File: src/rtl/tpc_pkg.sv
// Package for the touch point calibrator.
// Holds widths, register indexes, reset values and the divider cell types.
// Used by every file under rtl.
package tpc_pkg;

  localparam int unsigned CFG_W   = 32;
  localparam int unsigned IDX_W   = 3;
  localparam int unsigned RAW_W   = 12;
  localparam int unsigned PTS_W   = 4;
  localparam int unsigned PIX_W   = 8;
  localparam int unsigned PROD_W  = 45;
  localparam int unsigned NUM_W   = 47;
  localparam int unsigned REM_W   = 47;
  localparam int unsigned DVS_W   = 32;
  localparam int unsigned QUO_W   = 13;
  localparam int unsigned RES_W   = 16;
  localparam int unsigned DEF_SCREEN = 240;

  localparam logic [CFG_W-1:0] RST_OFFSET = 32'd0;
  localparam logic [CFG_W-1:0] RST_SCALE  = 32'd65536;
  localparam logic [CFG_W-2:0] RST_DIVISOR = 31'd65536;

  typedef enum logic [IDX_W-1:0] {
    IDX_OFFSET_X = 3'd0,
    IDX_SCALE_X  = 3'd1,
    IDX_SHEAR_XY = 3'd2,
    IDX_OFFSET_Y = 3'd3,
    IDX_SHEAR_YX = 3'd4,
    IDX_SCALE_Y  = 3'd5,
    IDX_DIVISOR  = 3'd6,
    IDX_NONE     = 3'd7
  } cfg_idx_e;

  typedef struct packed {
    logic [REM_W-1:0] rem;
    logic [QUO_W-1:0] quo;
    logic             neg;
    logic             ovf;
  } lane_t;

  typedef struct packed {
    logic  valid;
    logic  press;
    logic  act;
    lane_t x;
    lane_t y;
  } cell_t;

endpackage

File: src/rtl/tpc_post.sv
// Rounding sign, edge correction and screen clamp for one axis.
// Depends on tpc_pkg for the lane type and widths.
module tpc_post #(
  parameter int unsigned LIMIT = tpc_pkg::DEF_SCREEN
) (
  input  tpc_pkg::lane_t              lane_i,
  output logic [tpc_pkg::PIX_W-1:0]   pix_o
);

  localparam logic signed [tpc_pkg::RES_W-1:0] MAX_PIX = tpc_pkg::RES_W'(LIMIT - 1);
  localparam logic signed [tpc_pkg::RES_W-1:0] EDGE    = 16'sd120;

  logic [tpc_pkg::QUO_W:0]           mag;
  logic signed [tpc_pkg::RES_W-1:0]  r, r2, gap;
  logic [29:0]                       prod;

  always_comb begin
    mag  = lane_i.ovf ? {1'b1, {tpc_pkg::QUO_W{1'b0}}} : {1'b0, lane_i.quo};
    r    = lane_i.neg ? -$signed({2'b00, mag}) : $signed({2'b00, mag});
    gap  = EDGE - r;
    prod = 30'(gap[14:0]) * 30'd10923;
    r2   = r;
    if (r < EDGE) begin
      r2 = r + $signed({2'b00, prod[29:16]});
    end
    if (r2 < 0) begin
      pix_o = '0;
    end else if (r2 > MAX_PIX) begin
      pix_o = MAX_PIX[tpc_pkg::PIX_W-1:0];
    end else begin
      pix_o = r2[tpc_pkg::PIX_W-1:0];
    end
  end

endmodule

File: config.mk
export PLATFORM = sky130hd
export DESIGN_NAME = tpc_post
export DESIGN_NICKNAME = d
export VERILOG_FILES = /design/src/rtl/tpc_pkg.sv /design/src/rtl/tpc_post.sv
export SDC_FILE = /design/constraint.sdc
export NUM_CORES = 1
export LEC_CHECK = 0
export BUFFER_PORTS_ARGS = -buffer_cell sky130_fd_sc_hd__buf_4
export CAP_MARGIN = 30
export CORE_UTILIZATION = 30
export DETAILED_ROUTE_END_ITERATION = 6
export GPL_ROUTABILITY_DRIVEN = 0
export SLEW_MARGIN = 20
export SYNTH_ARGS = -nofsm -noshare
export SYNTH_HDL_FRONTEND = slang
export SYNTH_SLANG_ARGS = --single-unit
File: constraint.sdc
create_clock -name vclk -period 20.3
set_input_delay 3.045 -clock vclk [all_inputs]
set_output_delay 3.045 -clock vclk [all_outputs]
set_load 0.005 [all_outputs]
==> impl_metrics.py <==
metrics = {
    "run_status": {
        "outcome": "completed",
    },
    "sta": {
        "max_freq_ghz": 0.0556,
        "tightest_slew_ns": 0.864,
        "hold_violations": 0,
        "finalCritPeriodShare_pct": 88.6,
        "timing.slew.headroom_pct": 41.5,
        "drv_slew": 0,
        "fin_setup_tns_ns": 0,
        "setup_violations": 0,
        "period_needed_ns": 17.99,
        "rsz0062_at_grt": "false",
    },
    "critical_path": {
        "cp_max_fo": 24,
        "slowest_stage": "or4b_2",
        "cp-end-kind": "primary output",
        "crit_top_cell": "inv_1",
        "crit_path_start_kind": "primary input",
        "cp.required_ns": 17.26,
        "cp.arrival_ns": 14.95,
        "path_class": "primary input to primary output",
        "slowest_delay_ns": 0.68,
    },
    "grt": {
        "grt_pass1_vias": 4250,
        "grt_max_degree": 25,
        "grt_overflow": 0,
        "grt_pass1_wl_um": 21000,
        "track_usage_pct": 14.4,
        "antenna_found_initial": 0,
    },
    "routing": {
        "firstDrtPassIters": 4,
        "ant_nets": 0,
        "wl_um": 12300,
        "wl_per_cell_um": 14.1,
        "vias_per_cell": 4.95,
        "route.detailed.drc": 0,
        "drt_iter0_drc": 229,
        "vias": 4325,
    },
    "floorplanning": {
        "fp.coreArea_um2": 16800,
        "die-area_um2": 17900,
        "die_w_um": 134,
        "num_rows": 47,
        "io_pins": 70,
        "start_util_pct": 31.1,
        "die_h_um": 134,
    },
    "logic_synthesis": {
        "ys_types": 63,
        "yosysSeqAreaShare_pct": 0,
        "synth_warnings": 0,
        "synth_nets": 865,
        "synth.cell_area_um2": 5210,
        "postSynthCellCount": 638,
        "syn_area_per_cell_um2": 8.16,
    },
    "min_path": {
        "worstHoldEndpoint": "pix_o[7]",
        "hold_start": "lane_i[9]",
        "hold_class": "primary input to primary output",
        "holdPathStages": 5,
    },
    "final_layout": {
        "nClkBuffers": 0,
        "design.seq.count": 0,
        "layout-drive-gt1-share_pct": 7.20,
        "area_growth_pct": 7.88,
        "instances_no_fill": 873,
        "regArea_um2": 0,
        "fin_nets": 882,
        "antenna_cells": 0,
        "design_area_um2": 5620,
    },
    "cts": {
        "cts_resized": 0,
        "postCtsSetupBuffers": 0,
        "cts_hold_buf": 0,
    },
    "place": {
        "hpwlAfterDp_um": 11100,
        "dp.cells": 873,
        "port_buffers": 23,
        "dpl_cell_area_um2": 5620,
    },
    "run": {
        "maxCapViolCount": 0,
    },
}
[metal layers]
layer	track usage, %	share of wire [%]	up-vias
li1	-	-	2204
met1	20.8	49	2050
met2	24.6	47	63
met3	0.457	3.4	8
met4	1.39	1.1	0
met5	0	0	-
[critical path, delay by kind of cell]
family | cells | cell delay (ns)
buffers and inverters | 10 | 1.24
XOR/XNOR | 2 | 0.76
multiplexers | 2 | 0.70
adder cells (fa/ha/maj) | 8 | 3.40
AO/OA/AOI/OAI | 8 | 2.27
AND/OR/NAND/NOR | 16 | 3.53
[stage by stage]
step	hold slack, ns	util, %	setup slack [ns]
after floorplan	6.41	-	4.18
after global placement	6.70	33.5	2.53
after detailed placement	6.69	33.5	2.39
after CTS	6.70	33.5	2.36
after global routing	6.74	33.5	1.54
final	6.70	33.5	2.31
[cells by family (layout without fill, tap and decap cells)]
group | count (synthesis) | count (layout) | share of synthesized area, %
AO/OA/AOI/OAI | 123 | 123 | 16.2
XOR/XNOR | 46 | 46 | 7.74
adder cells (fa/ha/maj) | 165 | 165 | 47.4
buffers and inverters | 131 | 146 | 9.66
multiplexers | 16 | 16 | 3.24
AND/OR/NAND/NOR | 157 | 157 | 15.7
[worst max-delay path by stage]
stage,start,endpoint
final,lane_i[0],pix_o[4]
after global routing,lane_i[0],pix_o[4]
after CTS,lane_i[0],pix_o[4]
after detailed placement,lane_i[0],pix_o[4]
after global placement,lane_i[0],pix_o[4]
after floorplan,lane_i[0],pix_o[4]
[layout make-up]
| class | count | area, um^2 |
|---|---|---|
| Timing Repair Buffer | 24 | 180 |
| Multi-Input combinational cell | 507 | 4700 |
| Tap cell | 220 | 275 |
| Inverter | 122 | 458 |
| Fill cell | 1802 | 11100 |
[cell usage after synthesis (5+ instances only)]
cell type  instances  area [um^2]
mux2i_1            9         90.1
nor3_1            13         65.1
xnor2_1           28          245
fa_1              54         1080
and2_1             5         31.3
nor2b_1           13         81.3
o22ai_1            5         31.3
o31ai_1            7         52.6
ha_1             111         1390
or3_1              7         43.8
clkbuf_1           5         18.8
a31oi_1            9         56.3
inv_1            121          454
a21o_1             8         60.1
nor2_1            43          161
mux2_2             7         78.8
o21a_1             8         60.1
o21ai_0           15         75.1
xor2_1            18          158
and3_1             8         50.1
nand2b_1          12         75.1
a21boi_0           5         37.5
a21oi_1           33          165
or2_2              6         37.5
nand2_1           31          116
[cells in the final DEF, fill, tap and decap left out, types with 4 or more instances in the layout]
cell type  synthesis  final
or3_1              7      7
inv_1            121    121
mux2_2             7      7
ha_1             111    111
or2_2              6      6
o211ai_1           4      4
nor2_1            43     43
fa_1              54     54
nand2b_1          12     12
o22ai_1            5      5
a21oi_1           33     33
nor2b_1           13     13
buf_4              0     24
o21ai_0           15     15
xnor2_1           28     28
nand2_1           31     31
nor3_1            13     13
o21a_1             8      8
o31ai_1            7      7
xor2_1            18     18
and2_1             5      5
and3_1             8      8
mux2i_1            9      9
a21o_1             8      8
a31oi_1            9      9
a21boi_0           5      5
Power is left out: the tool's default activity adds up to more than one toggle a clock period on the data nets, which glitch-free logic cannot reach.
