===== src/rtl/tpc_pkg.sv =====
// Package for the touch point calibrator.
// Holds widths, register indexes, reset values and the divider cell types.
// Used by every file under rtl.
package tpc_pkg;

  localparam int unsigned CFG_W   = 32;
  localparam int unsigned IDX_W   = 3;
  localparam int unsigned RAW_W   = 12;
  localparam int unsigned PTS_W   = 4;
  localparam int unsigned PIX_W   = 8;
  localparam int unsigned PROD_W  = 45;
  localparam int unsigned NUM_W   = 47;
  localparam int unsigned REM_W   = 47;
  localparam int unsigned DVS_W   = 32;
  localparam int unsigned QUO_W   = 13;
  localparam int unsigned RES_W   = 16;
  localparam int unsigned DEF_SCREEN = 240;

  localparam logic [CFG_W-1:0] RST_OFFSET = 32'd0;
  localparam logic [CFG_W-1:0] RST_SCALE  = 32'd65536;
  localparam logic [CFG_W-2:0] RST_DIVISOR = 31'd65536;

  typedef enum logic [IDX_W-1:0] {
    IDX_OFFSET_X = 3'd0,
    IDX_SCALE_X  = 3'd1,
    IDX_SHEAR_XY = 3'd2,
    IDX_OFFSET_Y = 3'd3,
    IDX_SHEAR_YX = 3'd4,
    IDX_SCALE_Y  = 3'd5,
    IDX_DIVISOR  = 3'd6,
    IDX_NONE     = 3'd7
  } cfg_idx_e;

  typedef struct packed {
    logic [REM_W-1:0] rem;
    logic [QUO_W-1:0] quo;
    logic             neg;
    logic             ovf;
  } lane_t;

  typedef struct packed {
    logic  valid;
    logic  press;
    logic  act;
    lane_t x;
    lane_t y;
  } cell_t;

endpackage


===== src/rtl/tpc_div_cell.sv =====
// One restoring division step for both axes of the calibrator.
// Depends on tpc_pkg for the cell and lane types.
module tpc_div_cell #(
  parameter int unsigned SHIFT = 0
) (
  input  logic                           clk_i,
  input  logic                           rst_ni,
  input  logic [tpc_pkg::DVS_W-1:0]      dvs_i,
  input  tpc_pkg::cell_t                 in_i,
  output tpc_pkg::cell_t                 out_o
);

  logic [tpc_pkg::REM_W-1:0] trial;
  tpc_pkg::cell_t            cell_d, cell_q;

  assign trial = {{(tpc_pkg::REM_W-tpc_pkg::DVS_W){1'b0}}, dvs_i} << SHIFT;

  always_comb begin
    cell_d = in_i;
    if (in_i.x.rem >= trial) begin
      cell_d.x.rem        = in_i.x.rem - trial;
      cell_d.x.quo[SHIFT] = 1'b1;
    end
    if (in_i.y.rem >= trial) begin
      cell_d.y.rem        = in_i.y.rem - trial;
      cell_d.y.quo[SHIFT] = 1'b1;
    end
  end

  always_ff @(posedge clk_i or negedge rst_ni) begin
    if (!rst_ni) begin
      cell_q <= '0;
    end else begin
      cell_q <= cell_d;
    end
  end

  assign out_o = cell_q;

endmodule


===== config.mk =====
export PLATFORM = sky130hd
export DESIGN_NAME = tpc_div_cell
export DESIGN_NICKNAME = d
export VERILOG_FILES = /design/src/rtl/tpc_pkg.sv /design/src/rtl/tpc_div_cell.sv
export SDC_FILE = /design/constraint.sdc
export NUM_CORES = 1
export LEC_CHECK = 0
export BUFFER_PORTS_ARGS = -buffer_cell sky130_fd_sc_hd__buf_4
export CAP_MARGIN = 20
export CORE_MARGIN = 3
export CORE_UTILIZATION = 40
export CTS_BUF_LIST = sky130_fd_sc_hd__clkbuf_8
export DETAILED_ROUTE_END_ITERATION = 8
export GPL_ROUTABILITY_DRIVEN = 0
export PLACE_DENSITY_LB_ADDON = 0.05
export SKIP_LAST_GASP = 1
export SLEW_MARGIN = 20
export SYNTH_ARGS = -nofsm -noshare
export SYNTH_HDL_FRONTEND = slang
export SYNTH_SLANG_ARGS = --single-unit
export TNS_END_PERCENT = 50

===== constraint.sdc =====
create_clock -name clk_i -period 0.95 [get_ports clk_i]
set_clock_uncertainty 0.2 [all_clocks]
set_input_delay 0.1425 -clock clk_i [delete_from_list [all_inputs] [get_ports clk_i]]
set_output_delay 0.1425 -clock clk_i [all_outputs]
set_load 0.005 [all_outputs]

==> key figures <==
Finish
  – Max reg flops: ~130
  – Final Cell Area: around 18000 um^2
  – Fin nets: roughly 2000
  – Area growth, synth to finish: 108%
  – Share of cells above drive strength 1: 0.565

GRT
  – Total GRT Usage: 0.319
  – Number of global-route vias before repair: around 11000
  – First-pass GRT wire length: slightly below 60000 um
  – Antenna violations before repair: 1
  – Grt total ovfl: 0
  – Largest net degree at the start of global routing: 27

Clock tree
  – Clock transition at path regs: 100 ps
  – Num CTS Buffers: 17
  – Maximum clock path buffer count: 2
  – # hold bufs at CTS: 114
  – Root buffer cell: clkbuf_8
  – H-tree Lvls: 4
  – CTS tree: done
  – CTS Sinks: between 100 and 150

Timing
  – Slew margin rel.: 0.453
  – RSZ-0062 raised after global routing: yes
  – Least-Margin Pin Slew: roughly 810 ps
  – Fin. Hold Viols: 36
  – Worst setup margin: -1500 ps
  – Final slew viol count: 0
  – Worst hold slack: -338 ps
  – Tmin final: about 2500 ps
  – Fin crit share: 2.58
  – # setup viols final: 223
  – Fmax: between 400 and 500 MHz

Route
  – Final ANT Viol Nets: 0
  – DR DRC count: 0
  – DR iter-0 viols: approximately 750
  – WL per Instance: 20.8 um
  – DR pass1 iterations: 5
  – DR vias: ~11000
  – Vias per cell: approximately 5.6
  – Routed WL: around 42000 um

Pwr
  – Sw frac: 0.362
  – Gate power share: 0.444
  – Clock Power Share: 0.240
  – Power Internal: around 13 mW
  – Flop pwr share: 0.316
  – Worst vdd ir: slightly above 1000 uV
  – Power per cell area: between 1000 and 1500 nW/um^2
  – Leak Pwr: around 8 nW
  – Final Power: 20.6 mW
  – NetSw: roughly 7.5 mW

Yosys
  – Share of the synthesized area in the top cell type: 0.372
  – Post-Syn Nets: 1204
  – Library cells used by synthesis: 65
  – Main flop type after synthesis: dfrtp_1
  – Flops & latches, synth: ~130
  – Syn Inst Count: ~1000
  – FFs w/ async S/R, synth: 1.00
  – Mapped cell area: 8540 um^2
  – Synth Area per Inst: 8.74 um^2
  – Post-synth EDFFs: 0
  – Synth area leader: dfrtp_1
  – Top cells by area, synth: dfrtp_1, ha_1, a21oi_1
  – Syn. warnings: 0
  – Seq/Total Area, Yosys: 0.372

Job
  – Max-cap violation count: 0

Die
  – Core area: slightly above 20000 um^2
  – Io pins: 288
  – Die ar.: 23100 um^2
  – Die Y-Extent: about 150 um
  – Die width: around 150 um
  – Row cnt: 52
  – Initial Utilization: 0.414

Worst setup path
  – Worst Path Required: between 1000 and 1500 ps
  – Critical path endpoint category: register
  – Crit-path slowest cell: or4_4
  – Crit-path cells: buf_6 -> or3_4 -> or4_4 -> or3_4 -> or4_4 -> o21bai_4 -> buf_4 -> buf_16 -> nor2_2 -> a21oi_2
  – Crit-path max cell delay: 510 ps
  – CP Max Fanout: 5
  – WS Path Type: primary input to register
  – Startpoint type of the worst setup path: primary input
  – CP top delay family: simple AND/OR/NAND/NOR gates
  – CP bufs+invs: 3
  – Crit path DAT: ~2600 ps

Status
  – Failing checks: hold timing, setup timing
  – Outcome: finished, violations left

Placed design
  – PortBufs: 287
  – Hpwl dp: 25200 um
  – DP Area: between 10000 and 15000 um^2

Worst hold path
  – Worst Hold Class: primary input to register
[routing by layer]
| metal | global-route usage | vias to the layer above | wire, um | share of wire |
|---|---|---|---|---|
| met2 | 0.566 | 647 | 21000 | 0.50 |
| met4 | 0.128 | 0 | 2190 | 0.053 |
| li1 | - | 4998 | - | - |
| met5 | 0 | - | 0 | 0 |
| met3 | 0.0509 | 173 | 3000 | 0.072 |
| met1 | 0.386 | 5376 | 15600 | 0.37 |
[kinds of logic after synthesis]
family                     Yosys count  synth area share
and+or+nand+nor                    322             0.187
buffers and inverters               90            0.0441
muxes                               12            0.0158
AOI/OAI and AO/OA                  272             0.192
adders and majority gates           66            0.0985
xor gates and xnor gates            88            0.0903
DFF                                127             0.372
[path summary, 6_finish.rpt]
check,startpoint,cells after the start,slack (ps),to
min in group asynchronous,rst_ni,2,-100,out_o[60]
setup / recovery,in_i[115],10,-1500,out_o[98]
hold / removal,in_i[123],2,-340,out_o[123]
max in group asynchronous,rst_ni,3,160,out_o[9]
[power by group through the flow]
| stage | sequential [mW] | combinational (mW) | clock, mW |
|---|---|---|---|
| CTS | 6.47 | 8.31 | 4.95 |
| detailed placement | 6.54 | 7.23 | 0 |
| finish | 6.53 | 9.15 | 4.96 |
| floorplan | 6.57 | 3.11 | 0 |
| global placement | 6.55 | 7.13 | 0 |
| global route | 6.58 | 9.69 | 5.24 |
[cells in the mapped netlist (3+ instances only)]
| library cell | number |
|---|---|
| a211oi_1 | 9 |
| a21boi_0 | 4 |
| a21o_1 | 23 |
| a21oi_1 | 126 |
| a31oi_1 | 8 |
| and3_1 | 4 |
| buf_6 | 5 |
| clkbuf_1 | 36 |
| dfrtp_1 | 127 |
| ha_1 | 64 |
| inv_1 | 47 |
| mux2_2 | 12 |
| nand2_1 | 68 |
| nand2b_1 | 10 |
| nand3_1 | 20 |
| nand4_1 | 27 |
| nor2_1 | 111 |
| nor3_1 | 21 |
| nor3b_1 | 4 |
| nor4_1 | 15 |
| nor4b_1 | 6 |
| o211ai_1 | 7 |
| o21a_1 | 8 |
| o21ai_0 | 45 |
| o21bai_1 | 7 |
| o31ai_1 | 7 |
| or2_2 | 6 |
| or3_1 | 7 |
| or3_4 | 3 |
| or4_1 | 7 |
| xnor2_1 | 42 |
| xor2_1 | 46 |
[layout make-up]
cell class	count	area, um^2
Multi-Input combinational cell	762	6830
Inverter	47	245
Tap cell	270	338
Fill cell	1052	2890
Sequential cell	127	3180
Timing Repair Buffer	768	6740
Antenna cell	1	2.50
Clock buffer	17	234
Clock inverter	15	168
[stage by stage]
stage	hold WS, ps	instances	TNS, ps	utilization	setup WS (ps)
final	-338	2007	-177630	0.860	-1500
after floorplan	-353	977	-151270	-	-1860
after detailed placement	-168	1797	-184350	0.670	-2050
after CTS	-348	1997	-173300	0.825	-1480
after global routing	-350	2007	-188990	0.860	-1580
after global placement	-175	1797	-181660	0.670	-2010
[timing repair]
action | CTS | global route
buffers inserted | 44 | 12
setup endpoints to repair | 223 | 223
cloned | 12 | 2
hold endpoints to repair | 254 | 36
pin swaps | 83 | 58
resized for setup | 231 | 149
[cells in the final DEF, fill, tap and decap left out, drive strengths merged, types with 19 or more instances in the layout]
master,synthesis,final
a21o,23,23
buf,7,652
nand3,20,20
dlygate4sd3,0,112
nand4,27,27
nand2,68,68
a21oi,126,126
xor2,46,46
xnor2,42,42
nor2,111,111
nor3,21,21
clkbuf,36,19
ha,64,64
inv,47,49
dfrtp,127,127
o21ai,47,47
No activity file was read; power rests on OpenSTA's default activity.
